$ cat config.mk
export PLATFORM = sky130hd
export DESIGN_NAME = dqi_ram
export DESIGN_NICKNAME = d
export VERILOG_FILES = /design/src/rtl/dqi_ram.sv
export SDC_FILE = /design/constraint.sdc
export NUM_CORES = 1
export LEC_CHECK = 0
export BUFFER_PORTS_ARGS = -buffer_cell sky130_fd_sc_hd__buf_2
export CELL_PAD_IN_SITES_DETAIL_PLACEMENT = 0
export CELL_PAD_IN_SITES_GLOBAL_PLACEMENT = 1
export CORE_MARGIN = 2
export CORE_UTILIZATION = 50
export DETAILED_ROUTE_END_ITERATION = 12
export PLACE_DENSITY_LB_ADDON = 0.1
export SYNTH_ARGS = -nofsm -noshare
export SYNTH_HDL_FRONTEND = slang
export SYNTH_SLANG_ARGS = --single-unit
$ cat constraint.sdc
create_clock -name clk -period 2 [get_ports clk]
set_input_delay 0.3 -clock clk [delete_from_list [all_inputs] [get_ports clk]]
set_output_delay 0.3 -clock clk [all_outputs]
set_load 0.01 [all_outputs]
$ cat src/rtl/dqi_ram.sv
// Generic simple dual-port RAM with registered read.
`default_nettype none
module dqi_ram #(
  parameter int Width = 8,
  parameter int Depth = 64
) (
  input  wire logic                     clk,
  input  wire logic                     we,
  input  wire logic [$clog2(Depth)-1:0] waddr,
  input  wire logic [Width-1:0]         wdata,
  input  wire logic [$clog2(Depth)-1:0] raddr,
  output logic      [Width-1:0]         rdata
);

  logic [Width-1:0] mem [Depth];

  always_ff @(posedge clk) begin
    if (we) begin
      mem[waddr] <= wdata;
    end
    rdata <= mem[raddr];
  end

endmodule
`default_nettype wire

# Yosys cells after proc, flatten, opt, wreduce, memory -nomap -nowiden
# Memory sizes are Yosys's and may differ from the RTL's. A register that Yosys moved wholly into a read port is not among the register bits.
# Cells that the tools add are included.
totals:
  register_bits: 0
  mem_bits_rw: 512
  output_inout_bits: 8
  n_memories: 1
classes:
  muxes: 2
memory_table:
  columns: ["memory", "words", "width", "read_ports", "rd_clocked_by_memory_dff", "wr", "line_no", "source"]
  rows:
  - ["mem", 64, 8, 1, 1, 1, "15", "logic [Width-1:0] mem [Depth];"]
ops:
  columns: ["cell", "n"]
  rows:
  - ["two-way mux 1 bit", 2]

# Depth between registers and ports, before layout
depth:
  ltp_word: 2
  mapped_depth: 9
  depth_no_buf: 5

# Least setup slack after synthesis
# OpenSTA, ideal clock, no wires.
synth_path:
  path_type: "input port to flip-flop"
  startpoint: "in raddr[1]"
  endpoint: "reg rdata[3] (read register of mem)"
  arrival_ns: 1.840
  t_required_ns: 1.872
  setup_slack_ns: 0.032
  stages: 7
  path_buffers: 3
  path_cell_list: "buf_4 buf_2 buf_2 mux4_2 mux4_2 o21ai_1 o41ai_1"
synth_lines:
  columns: ["element", "line_no", "source"]
  rows:
  - ["start: declaration", "11", "input wire logic [$clog2(Depth)-1:0] raddr,"]
  - ["end: declaration", "12", "output logic [Width-1:0] rdata"]

==> run summary <==
The required time of the critical path is around 2.5 ns. The highest fanout seen on the critical path came out at 1. The root cell of the clock tree is sky130_fd_sc_hd__clkbuf_16. The chip width came out at 204.8 µm.

The utilization of the core after routing is 59.82%. Once placement completed, the tool counted placed cells totaling 1607. By startpoint and endpoint, the worst setup path is classified as reg -> reg. The total design power came out at approximately 0.023 W. The hold violation total from the final report is 0. The number of enable flip-flop cells after synthesis is 512. After synthesis, the cell types taking the most area are sky130_fd_sc_hd__edfxtp_1, sky130_fd_sc_hd__mux4_2, sky130_fd_sc_hd__nor2_1. The total half-perimeter wirelength after legalization and detailed placement is approximately 30000 µm. The initial antenna violation count is 2. The share of async-settable or async-resettable flops after synthesis is 0%. The number of global-route vias before repair is roughly 11k. The area of placed instances came out at 0.02210 mm². The transition time at the pin with the least slew margin came out at 1.266 ns. Summing the sequential cell areas from Yosys gives approximately 77% of the chip area. The worst setup path is captured at a flip-flop. The post-route minimum period came out at 1.953 ns. The number of setup buffers added after CTS is 0. Cells with a size suffix above 1 make up between 30% and 40% of the layout. The routed via count divided by cell count is between 5 and 6. The arrival time at the worst endpoint came out at ~2.4 ns. Input and output buffers added on the ports amount to 29. The largest total area in the synthesized netlist belongs to sky130_fd_sc_hd__edfxtp_1. Leaving out fill and tap cells, the most frequent cell in the layout is sky130_fd_sc_hd__edfxtp_1. The per-cell routed wire length came out at about 27 µm. The starting density of the core came out at 50.76%.

The layout overhead on the synthesized area is 17.86%. The length of the first detailed-routing pass in iterations came out at 5. The global-route usage over all layers is 22.68%. The mean cell area of the mapped netlist came out at ~21 µm².

The initialized floorplan defines 73 standard-cell rows. The placeable core area came out at 0.03973 mm². The overall via count from detail_route came out at 9954. Between clock sinks in the finished design, the worst skew comes to 0.01799 ns. The net count of the finished layout is 1157. The max-slew violation count is 0.

The total overflow left after global routing is 0. The total area of sequential cells came out at 0.01553 mm². The synthesized instance count is 940.

The remaining max-slew budget at the tightest pin came out at 15.57%. Entering global routing, the biggest net connects 65 pins. The worst setup path is launched from a flip-flop. The number of setup violations in the final report is 0. The number of different library cells in the post-synthesis netlist came out at 40. The share of the clock period used by the worst path after layout is between 90 and 100%. For the worst-skew pair, the clock arrives at the later sink with an insertion delay of 0.58 ns.

The total number of yosys warnings came out at 0. The total leakage power came out at 7.779 nW. The top achievable clock speed came out at slightly above 500 MHz. The cell area after layout is 0.02377 mm².

Once detail routing completed, the nets flagged for antenna violations numbered 0. The total wire length came out at 45630 µm. Clock-pin slew was measured on the worst setup and hold paths at 0.06 ns. The full die area is 0.04196 mm².

The post-synth net total is 962. Across the run, the number of max-cap violations was 0. The multi-input combinational cells in the finished layout cover a total of 0.004347 mm². The register bit count reported by yosys came out at 520. The maximum root-to-sink buffer count is 3. The number of CTS-inserted buffers is between 50 and 60. CTS saw 520 sinks. The mapped netlist covers roughly 0.020 mm². In this run, the number of DRC markers left after iteration 0 of detailed routing was 846. The worst ir drop on vdd came out at ~740 µV. 30 I/O pins were placed. The final non-filler cell total came out at between 1.5k and 2k.

The first global-routing pass estimated 68240 µm of wire. The run finished with clean final reports. The number of levels the H-tree was split into came out at 2.

TritonCTS built the clock tree. For this design the ratio of total power to cell area is 959.1 mW/mm². The most frequently used flop master after synthesis is sky130_fd_sc_hd__edfxtp_1. The residual DRC count came out at 0.

Setup repair after global routing left no endpoint under its margin. The worst hold margin is 0.1950 ns. Counting the fill cells in the layout gives between 2k and 3k. The area share of the largest cell type after synthesis is between 70% and 80%. From bottom edge to top edge, the die measures 204.8 µm.

The placer congestion estimate came out at between 0.8 and 0.9. In the layout the commonest cells are sky130_fd_sc_hd__edfxtp_1, sky130_fd_sc_hd__buf_4, sky130_fd_sc_hd__mux4_2, sky130_fd_sc_hd__nor2_1, sky130_fd_sc_hd__clkbuf_16. The worst hold path belongs to the class in -> reg.
[metrics by stage]
| step | setup WS, ns | setup TNS (ns) |
|---|---|---|
| 2_1_floorplan | 0.03228 | 0 |
| 3_3_place_gp | -0.5667 | -3.215 |
| 3_5_place_dp | -0.4997 | -3.318 |
| 4_1_cts | 0.01204 | 0 |
| 5_1_grt | 0.004254 | 0 |
| 6_report | 0.04701 | 0 |
[path summary, 6_finish.rpt]
kind / startpoint / end / slack [ns] / cells past startpoint
min reg2reg: mem[31][6] / rdata[6] / 0.86 / 3
max: mem[16][4] / rdata[4] / 0.05 / 6
max reg2reg: mem[16][4] / rdata[4] / 0.05 / 6
min: raddr[5] / rdata[6] / 0.20 / 3
[worst max-delay path, cell delays in order (launching register included)]
cell                       delay, ns
sky130_fd_sc_hd__edfxtp_1       0.38
sky130_fd_sc_hd__mux4_2         0.47
sky130_fd_sc_hd__mux2_4         0.30
sky130_fd_sc_hd__o221a_2        0.30
sky130_fd_sc_hd__nor3_2         0.16
sky130_fd_sc_hd__buf_4          0.14
sky130_fd_sc_hd__o32ai_1        0.08
[routing by layer]
metal  GRT usage (%)  vias up  routed length [µm]
li1                -     4333                   -
met1           31.37     5240               19680
met3           4.073       76                2415
met4           7.479        0                1167
met5               0        -                   0
met2           36.92      305               22370
[Yosys cell counts, types with 2 or more instances]
cell type / count
sky130_fd_sc_hd__o221a_2: 2
sky130_fd_sc_hd__o21ai_1: 2
sky130_fd_sc_hd__nor2b_1: 14
sky130_fd_sc_hd__a21oi_1: 3
sky130_fd_sc_hd__a211oi_1: 4
sky130_fd_sc_hd__buf_12: 2
sky130_fd_sc_hd__nand2_1: 19
sky130_fd_sc_hd__nand3b_1: 3
sky130_fd_sc_hd__clkbuf_1: 17
sky130_fd_sc_hd__o32ai_1: 2
sky130_fd_sc_hd__nand4_1: 2
sky130_fd_sc_hd__mux2i_1: 23
sky130_fd_sc_hd__buf_6: 4
sky130_fd_sc_hd__mux4_2: 126
sky130_fd_sc_hd__nor4_1: 2
sky130_fd_sc_hd__o2111ai_1: 3
sky130_fd_sc_hd__nor2_1: 83
sky130_fd_sc_hd__o221ai_1: 8
sky130_fd_sc_hd__nand3_1: 13
sky130_fd_sc_hd__o41ai_1: 2
sky130_fd_sc_hd__a22oi_1: 3
sky130_fd_sc_hd__a221oi_1: 6
sky130_fd_sc_hd__buf_2: 11
sky130_fd_sc_hd__nand2b_1: 7
sky130_fd_sc_hd__mux2_2: 13
sky130_fd_sc_hd__o2bb2ai_1: 3
sky130_fd_sc_hd__a2111oi_0: 2
sky130_fd_sc_hd__buf_1: 4
sky130_fd_sc_hd__edfxtp_1: 512
sky130_fd_sc_hd__buf_4: 13
sky130_fd_sc_hd__o21ai_0: 2
sky130_fd_sc_hd__dfxtp_1: 8
sky130_fd_sc_hd__o21a_1: 2
sky130_fd_sc_hd__nor3_1: 7
sky130_fd_sc_hd__o22ai_1: 8
[cell type report]
type,count,area share (%)
diodes,2,0.02106
clock buffers,67,5.790
clock inverters,22,1.090
multi-input cells,369,18.29
flip-flops and latches,520,65.36
well taps,525,2.764
repair buffers,193,6.691
[state kept, by name, summed over array words and instances (netlist names)]
register	count
mem	512
rdata	8
[where the power goes]
| part | switching, W | total [W] | internal [W] |
|---|---|---|---|
| sequential | 0.0000292 | 0.0121 | 0.0121 |
| combinational | 0.000729 | 0.00128 | 0.000555 |
| clock | 0.00384 | 0.00942 | 0.00558 |
| total | 0.00460 | 0.0228 | 0.0182 |
[cells by family after synthesis]
kind of cell / share of synthesized area (%)
muxes: 15.94
AOI/OAI and AO/OA: 2.072
DFF: 77.03
and+or+nand+nor: 3.387
buffers and inverters: 1.570
[timing repair]
item | in CTS | in global routing
pin swaps | 0 | 1
gates resized for setup | 3 | 5
setup endpoints to repair | 3 | 4
endpoints found under the hold margin | 0 | 0
hold buffers | 0 | 0
Note: power is estimated with default switching activity, not from simulation.
