--- src/rtl/dqi_pkg.sv ---
// Package: shared widths, state type, pipeline tag and basis ROM for the dequantizer/IDCT.
`default_nettype none
package dqi_pkg;

  localparam int NPOS      = 64;
  localparam int IDX_W     = 6;
  localparam int COEF_W    = 12;
  localparam int QV_W      = 8;
  localparam int CORR_W    = 16;
  localparam int BUF_W     = 24;
  localparam int TMP_W     = 42;
  localparam int A_W       = 16;
  localparam int PROD_W    = TMP_W + A_W;
  localparam int ACC_W     = 64;
  localparam int SEQ_W     = 10;
  localparam int FRAC_BITS = 4;
  localparam int SAMPLE_W  = 16;

  localparam logic [0:0] OP_TABLE = 1'b0;
  localparam logic [0:0] OP_COEF  = 1'b1;

  // Last issue at 511; its result passes the MAC tag registers t1, t2 and t3 before the drain ends at DRAIN_END
  localparam logic [SEQ_W-1:0] ISSUE_END = 10'd512;
  localparam logic [SEQ_W-1:0] DRAIN_END = 10'd515;

  typedef enum logic [1:0] {
    ST_IDLE,
    ST_DQ,
    ST_ROW,
    ST_COL
  } state_t;

  // Tag that travels with each multiply-accumulate step
  typedef struct packed {
    logic             valid;
    logic             first;
    logic             last;
    logic [IDX_W-1:0] idx;
  } tag_t;

  // Q14 basis entry c(u)*cos(pi*u*(2x+1)/16)
  function automatic logic signed [A_W-1:0] basis(input logic [2:0] u, input logic [2:0] x);
    logic [7:0]  prod;
    logic [4:0]  k;
    logic [3:0]  m;
    logic [14:0] mag;
    logic        neg;
    prod = {5'b0, u} * {4'b0, x, 1'b1};
    k    = prod[4:0];
    m    = k[3] ? (4'd8 - {1'b0, k[2:0]}) : {1'b0, k[2:0]};
    neg  = (k[4:3] == 2'd1) || (k[4:3] == 2'd2);
    if (u == 3'd0) begin
      mag = 15'd11585;
    end else begin
      case (m)
        4'd0:    mag = 15'd16384;
        4'd1:    mag = 15'd16069;
        4'd2:    mag = 15'd15137;
        4'd3:    mag = 15'd13623;
        4'd4:    mag = 15'd11585;
        4'd5:    mag = 15'd9102;
        4'd6:    mag = 15'd6270;
        4'd7:    mag = 15'd3196;
        default: mag = 15'd0;
      endcase
    end
    return neg ? -$signed({1'b0, mag}) : $signed({1'b0, mag});
  endfunction

endpackage
`default_nettype wire

--- src/rtl/dqi_mac.sv ---
// Pipelined MAC: multiply, accumulate the terms from first to last tag, present the sum.
`default_nettype none
module dqi_mac (
  input  wire logic                         clk,
  input  wire logic                         rst_n,
  input  wire dqi_pkg::tag_t                tag_i,
  input  wire logic signed [dqi_pkg::A_W-1:0]   a_i,
  input  wire logic signed [dqi_pkg::TMP_W-1:0] opnd_i,
  output logic                              res_valid,
  output logic signed [dqi_pkg::ACC_W-1:0]  res_acc,
  output logic [dqi_pkg::IDX_W-1:0]         res_idx
);
  import dqi_pkg::*;

  tag_t                     t1_r, t2_r, t3_r;
  logic signed [A_W-1:0]    a1_r;
  logic signed [PROD_W-1:0] p_r;
  logic signed [ACC_W-1:0]  acc_r;

  // Tag pipeline
  always_ff @(posedge clk) begin
    if (!rst_n) begin
      t1_r <= '0;
      t2_r <= '0;
      t3_r <= '0;
    end else begin
      t1_r <= tag_i;
      t2_r <= t1_r;
      t3_r <= t2_r;
    end
  end

  // Datapath: operand arrives with t1 (memory latency)
  always_ff @(posedge clk) begin
    a1_r <= a_i;
    p_r  <= opnd_i * a1_r;
    if (t2_r.valid) begin
      acc_r <= (t2_r.first ? '0 : acc_r) + ACC_W'(p_r);
    end
  end

  assign res_valid = t3_r.valid && t3_r.last;
  assign res_acc   = acc_r;
  assign res_idx   = t3_r.idx;

endmodule
`default_nettype wire

--- config.mk ---
export PLATFORM = sky130hd
export DESIGN_NAME = dqi_mac
export DESIGN_NICKNAME = d
export VERILOG_FILES = /design/src/rtl/dqi_pkg.sv /design/src/rtl/dqi_mac.sv
export SDC_FILE = /design/constraint.sdc
export NUM_CORES = 2
export LEC_CHECK = 0
export ABC_AREA = 1
export BUFFER_PORTS_ARGS = -buffer_cell sky130_fd_sc_hd__buf_2
export CAP_MARGIN = 20
export CORE_UTILIZATION = 30
export DETAILED_ROUTE_END_ITERATION = 12
export PLACE_DENSITY = 0.48
export SLEW_MARGIN = 40
export SYNTH_ARGS = -nofsm -noshare
export SYNTH_HDL_FRONTEND = slang
export SYNTH_SLANG_ARGS = --single-unit
--- constraint.sdc ---
create_clock -name clk -period 8.1 [get_ports clk]
set_clock_uncertainty 0.2 [all_clocks]
set_input_delay 0.81 -clock clk [delete_from_list [all_inputs] [get_ports clk]]
set_output_delay 0.81 -clock clk [all_outputs]
set_load 0.01 [all_outputs]
# --- After elaboration in Yosys (flattened, before gate mapping) ---
# Index checks and enable logic that the tools add are counted.
totals:
  mem_count: 0
  out_inout_bits: 71
  mem_bits_ro: 0
  elab_cells: 18
  latchBits: 0
  ramBits: 0
  in_bits: 69
  regBits: 164
op_classes:
  bitwise: 0
  order_cmp: 0
  mux: 1
  add_sub_neg: 1
  n_reduce_logical: 1
  shifts: 0
  multipliers: 1
  eq_ne: 0
  n_div: 0
op_table:
  columns: ["operator", "count"]
  rows:
  - ["64-bit adder", 1]
  - ["64-bit 2-to-1 mux", 1]
  - ["42-bit by 16-bit multiplier with 58-bit output", 1]
  - ["1-bit logical AND", 1]

# --- Depth between registers and ports, before layout ---
logic_depth:
  depth_word: 2
  mapped_depth: 29
  depth_no_buf: 27

# --- Worst setup path after synthesis ---
# Ideal clock, no wire load.
synth_path:
  path_type: "in2reg"
  startpoint: "input port opnd_i[7] in the netlist's numbering"
  endpoint: "register p_r[56]"
  required_time_ns: 7.788
  setup_time_ns: 0.112
  path_stages: 27
  n_path_buf: 2
  slack_ns: 2.049
  t_arrival_ns: 5.739
  cell_sequence: "clkbuf_1 clkbuf_1 nand2_1 fa_1 inv_1 fa_1 inv_1 fa_1 inv_1 fa_1 fa_1 inv_1 fa_1 inv_1 ha_1 nand2_1 inv_1 nand2_1 inv_1 a21oi_1 nand2_1 nand2_1 nand2_1 nand2_1 nand2_1 nand2_1 nand2_1"
synth_between:
  elab_chain_len: 1
synth_rtl:
  columns: ["element", "line", "text"]
  rows:
  - ["from (decl)", "dqi_mac.sv:8", "input wire logic signed [dqi_pkg::TMP_W-1:0] opnd_i,"]
  - ["42-bit by 16-bit multiplier with 58-bit output", "dqi_mac.sv:36", "p_r <= opnd_i * a1_r;"]
  - ["to (signal assigned)", "dqi_mac.sv:36", null]
  - ["to (decl)", "dqi_mac.sv:17", "logic signed [PROD_W-1:0] p_r;"]
# No other way between the ends.
# A chain may end at the register's enable or synchronous reset.

# --- Final worst setup path ---
layout_path:
  startpoint: "register a1_r[8]"
  endpoint: "register p_r[25]"
layout_between:
  elab_chain_len: 1
layout_rtl:
  columns: ["element", "line", "text"]
  rows:
  - ["from (decl)", "dqi_mac.sv:16", "logic signed [A_W-1:0] a1_r;"]
  - ["from (signal assigned)", "dqi_mac.sv:35", "a1_r <= a_i;"]
  - ["42-bit by 16-bit multiplier with 58-bit output", "dqi_mac.sv:36", null]
# No other way between the ends.

==> results.md <==
* Post-CTS Resized at 0
* Max-slew headroom at 0.487
* Setup ws final at 1.32 ns
* Main combinational cell family by area after synthesis: adder cells
* Prevailing post-synth register cell: dfxtp_1
* Initial DRC count at 1693
* WP data required at 8.25 ns
* Post-synthesis mux area share at 0
* Most frequent cell after synthesis: nand2_1
* IO buf count at 139
* Synth warn at 0
* DR WL met3 at 3990 um
* TritonCTS buffer count at 17
* CP Capture Type: flip-flop
* Die area at 0.121 mm2
* Reg2reg setup slack at 1.32 ns
* CTS tree: built
* Routed WL at 116000 um
* Met2 WL at 55900 um
* Post-route antenna net violation count at 0
* Hold Path Stages at 1
* Most area-consuming cells after synthesis: fa_1 (35%), nand2_1 (18%), inv_1 (16%)
* Post-synth EDFFs at 64
* Status: finished clean
* Max cap viols at 0
* Postcts setup bufs at 0
* Yosys top cell area share at 0.350
* Wire per inst at 17.2 um
* Worst skew pair latency at 0.52 ns
* Std cell rows at 126
* DP HPWL at 98200 um
* Mapped Cells at 5177
* Flops & latches, synth at 164
* Setup TNS at 0 ns
* Root buf cell: clkbuf_16
* Final Hold Viols at 0
* Ys async rst share at 0
* Compound-Gate Fraction of Synth Area at 0.0232
* DR top layer: met5
* Post-placement setup slack at 0.940 ns
* Post-route DRC at 0
* Fin crit period at 6.78 ns
* Vias in the first global route at 31566
* Post-Synth Adder-Cell Area at 0.419
* GRT Util Overall at 0.199
* Initial core utilization at 0.303
* Crit path from: a1_r[8]
* RSZ-0062 raised after global routing: no
* Final setup viols at 0
* Area Overhead vs Synth at 7.65%
* M1 wire length at 53200 um
* FF-to-FF Start: a1_r[8]
* # IOs at 140
* Die Width at 348 um
* Hold path start: a_i[13]
* Fin. max-slew vios at 0
* Die Y at 348 um
* Largest net degree at the start of global routing at 53
* Worst path cell trace: buf_4, nand2_1, fa_1, inv_1, fa_1, fa_1, fa_1, fa_1, inv_1, fa_1, inv_1, ha_1, nand2_1, inv_1, nand2_1, nor3_1, nand2_1, nand2_2, nand2_1, nand2_1, xor2_1
* Worst Path Max Fanout at 17
* Clock Pin Slew Worst Setup and Hold Paths at 0.11 ns
* Worst Hold Path EP: a1_r[13]
* First-pass GRT wire length at 184000 um
* Simple-gate share of the synthesized area at 0.250
* Worst Max-Slew Pin Slew at 0.770 ns
* Kind of critical path: reg -> reg
* Cts hold-fix bufs at 0
* Cell Area, Synth at 0.0359 mm2
* H-Tree Depth at 4
* Final #Nets at 6081
* Slowest CP cell: dfxtp_2
* Share of cells above drive strength 1 at 0.0542
* R2R Path End: p_r[25]
* Core area at 0.118 mm2
* Hold Crit Class: in -> reg
* Final Cycle Share at 0.837
* Gp weighted congestion at 0.969
* Syn_nets at 6070
* Initial antenna violation count at 5
* Startpoint types: flip-flop
* Top post-synthesis cells by count: nand2_1 (1695), inv_1 (1562), fa_1 (627), nor2_1 (263), ha_1 (197)
* CP max stage delay at 0.69 ns
* CTS max path bufs at 2
* Post-synth top area cell: fa_1
* Sequential-to-total area share from yosys stat at 0.109
* Drt pass-1 iters at 5
* Synth cell types at 33
* Syn Area/Cell at 6.93 um2
* CTS sink count at 164
* Global route total overflow at 0
* Critical Path AT at 6.93 ns
* Reg2reg path depth at 21
* XOR/XNOR Fraction of Synth Area at 0.0166
* Vias per std cell at 4.41
* Fmax at 148 MHz
* DR vias at 29743
## metal layers
metal,vias to the layer above,GRT usage
met5,-,0
met4,2,0.0516
met3,109,0.0220
met2,546,0.345
met1,14512,0.262
li1,14574,-
## logic make-up after synthesis
family,Yosys count
DFF,164
and+or+nand+nor,2228
adders and majority gates,824
AOI/OAI and AO/OA,153
xor gates and xnor gates,68
buffers and inverters,1740
## layout make-up
cell class	instances	area, um2
fillers	13126	79600
diodes	3	7.51
inverters	1569	5890
multi-input cells	3273	25400
repair buffers	163	876
flip-flops and latches	164	3940
clock buffers	18	429
well taps	1536	1920
clock inverters	14	164
## cells in the final DEF, fill, tap and decap left out, types with 95 or more instances in the layout
master,instances
fa_1,627
nor2_1,263
a21oi_1,107
nand2_1,1695
inv_1,1562
dfxtp_1,95
ha_1,197
buf_2,139
nand3_1,113
## sequential cells by signal (all words and copies together), names as in the netlist
signal / cells
a1_r: 16
p_r: 58
res_acc: 64
res_idx: 6
t1_r: 9
t2_r: 9
t3_r: 2
## critical path, delay by kind of cell (launching register included)
family | cells | cell delay (ns)
xor+xnor | 1 | 0.42
fa+ha+maj | 7 | 3.45
buf+inv | 5 | 0.50
flops | 1 | 0.69
simple gates | 8 | 1.34
## how the worst max path moves through the flow
stage,end,cells past startpoint,slack (ns)
finish,p_r[25],21,1.32
global route,p_r[54],22,0.94
CTS,p_r[25],21,1.22
detailed placement,p_r[25],21,0.94
global placement,p_r[25],21,0.99
floorplan,p_r[56],27,2.05
## through the flow
| step | instance area [um2] | util | hold slack (ns) | std cells |
|---|---|---|---|---|
| 6_report | 38600 | 0.327 | 0.178 | 6740 |
| 5_1_grt | 38600 | 0.327 | 0.156 | 6738 |
| 4_1_cts | 38600 | 0.327 | 0.147 | 6737 |
| 3_5_place_dp | 38000 | 0.322 | 0.197 | 6705 |
| 3_3_place_gp | 38000 | 0.321 | 0.192 | 6705 |
| 2_1_floorplan | 35900 | - | 0.190 | 5177 |
Power is not shown: default switching activity piles up to over one toggle a cycle in this logic, so the estimate is an artifact.
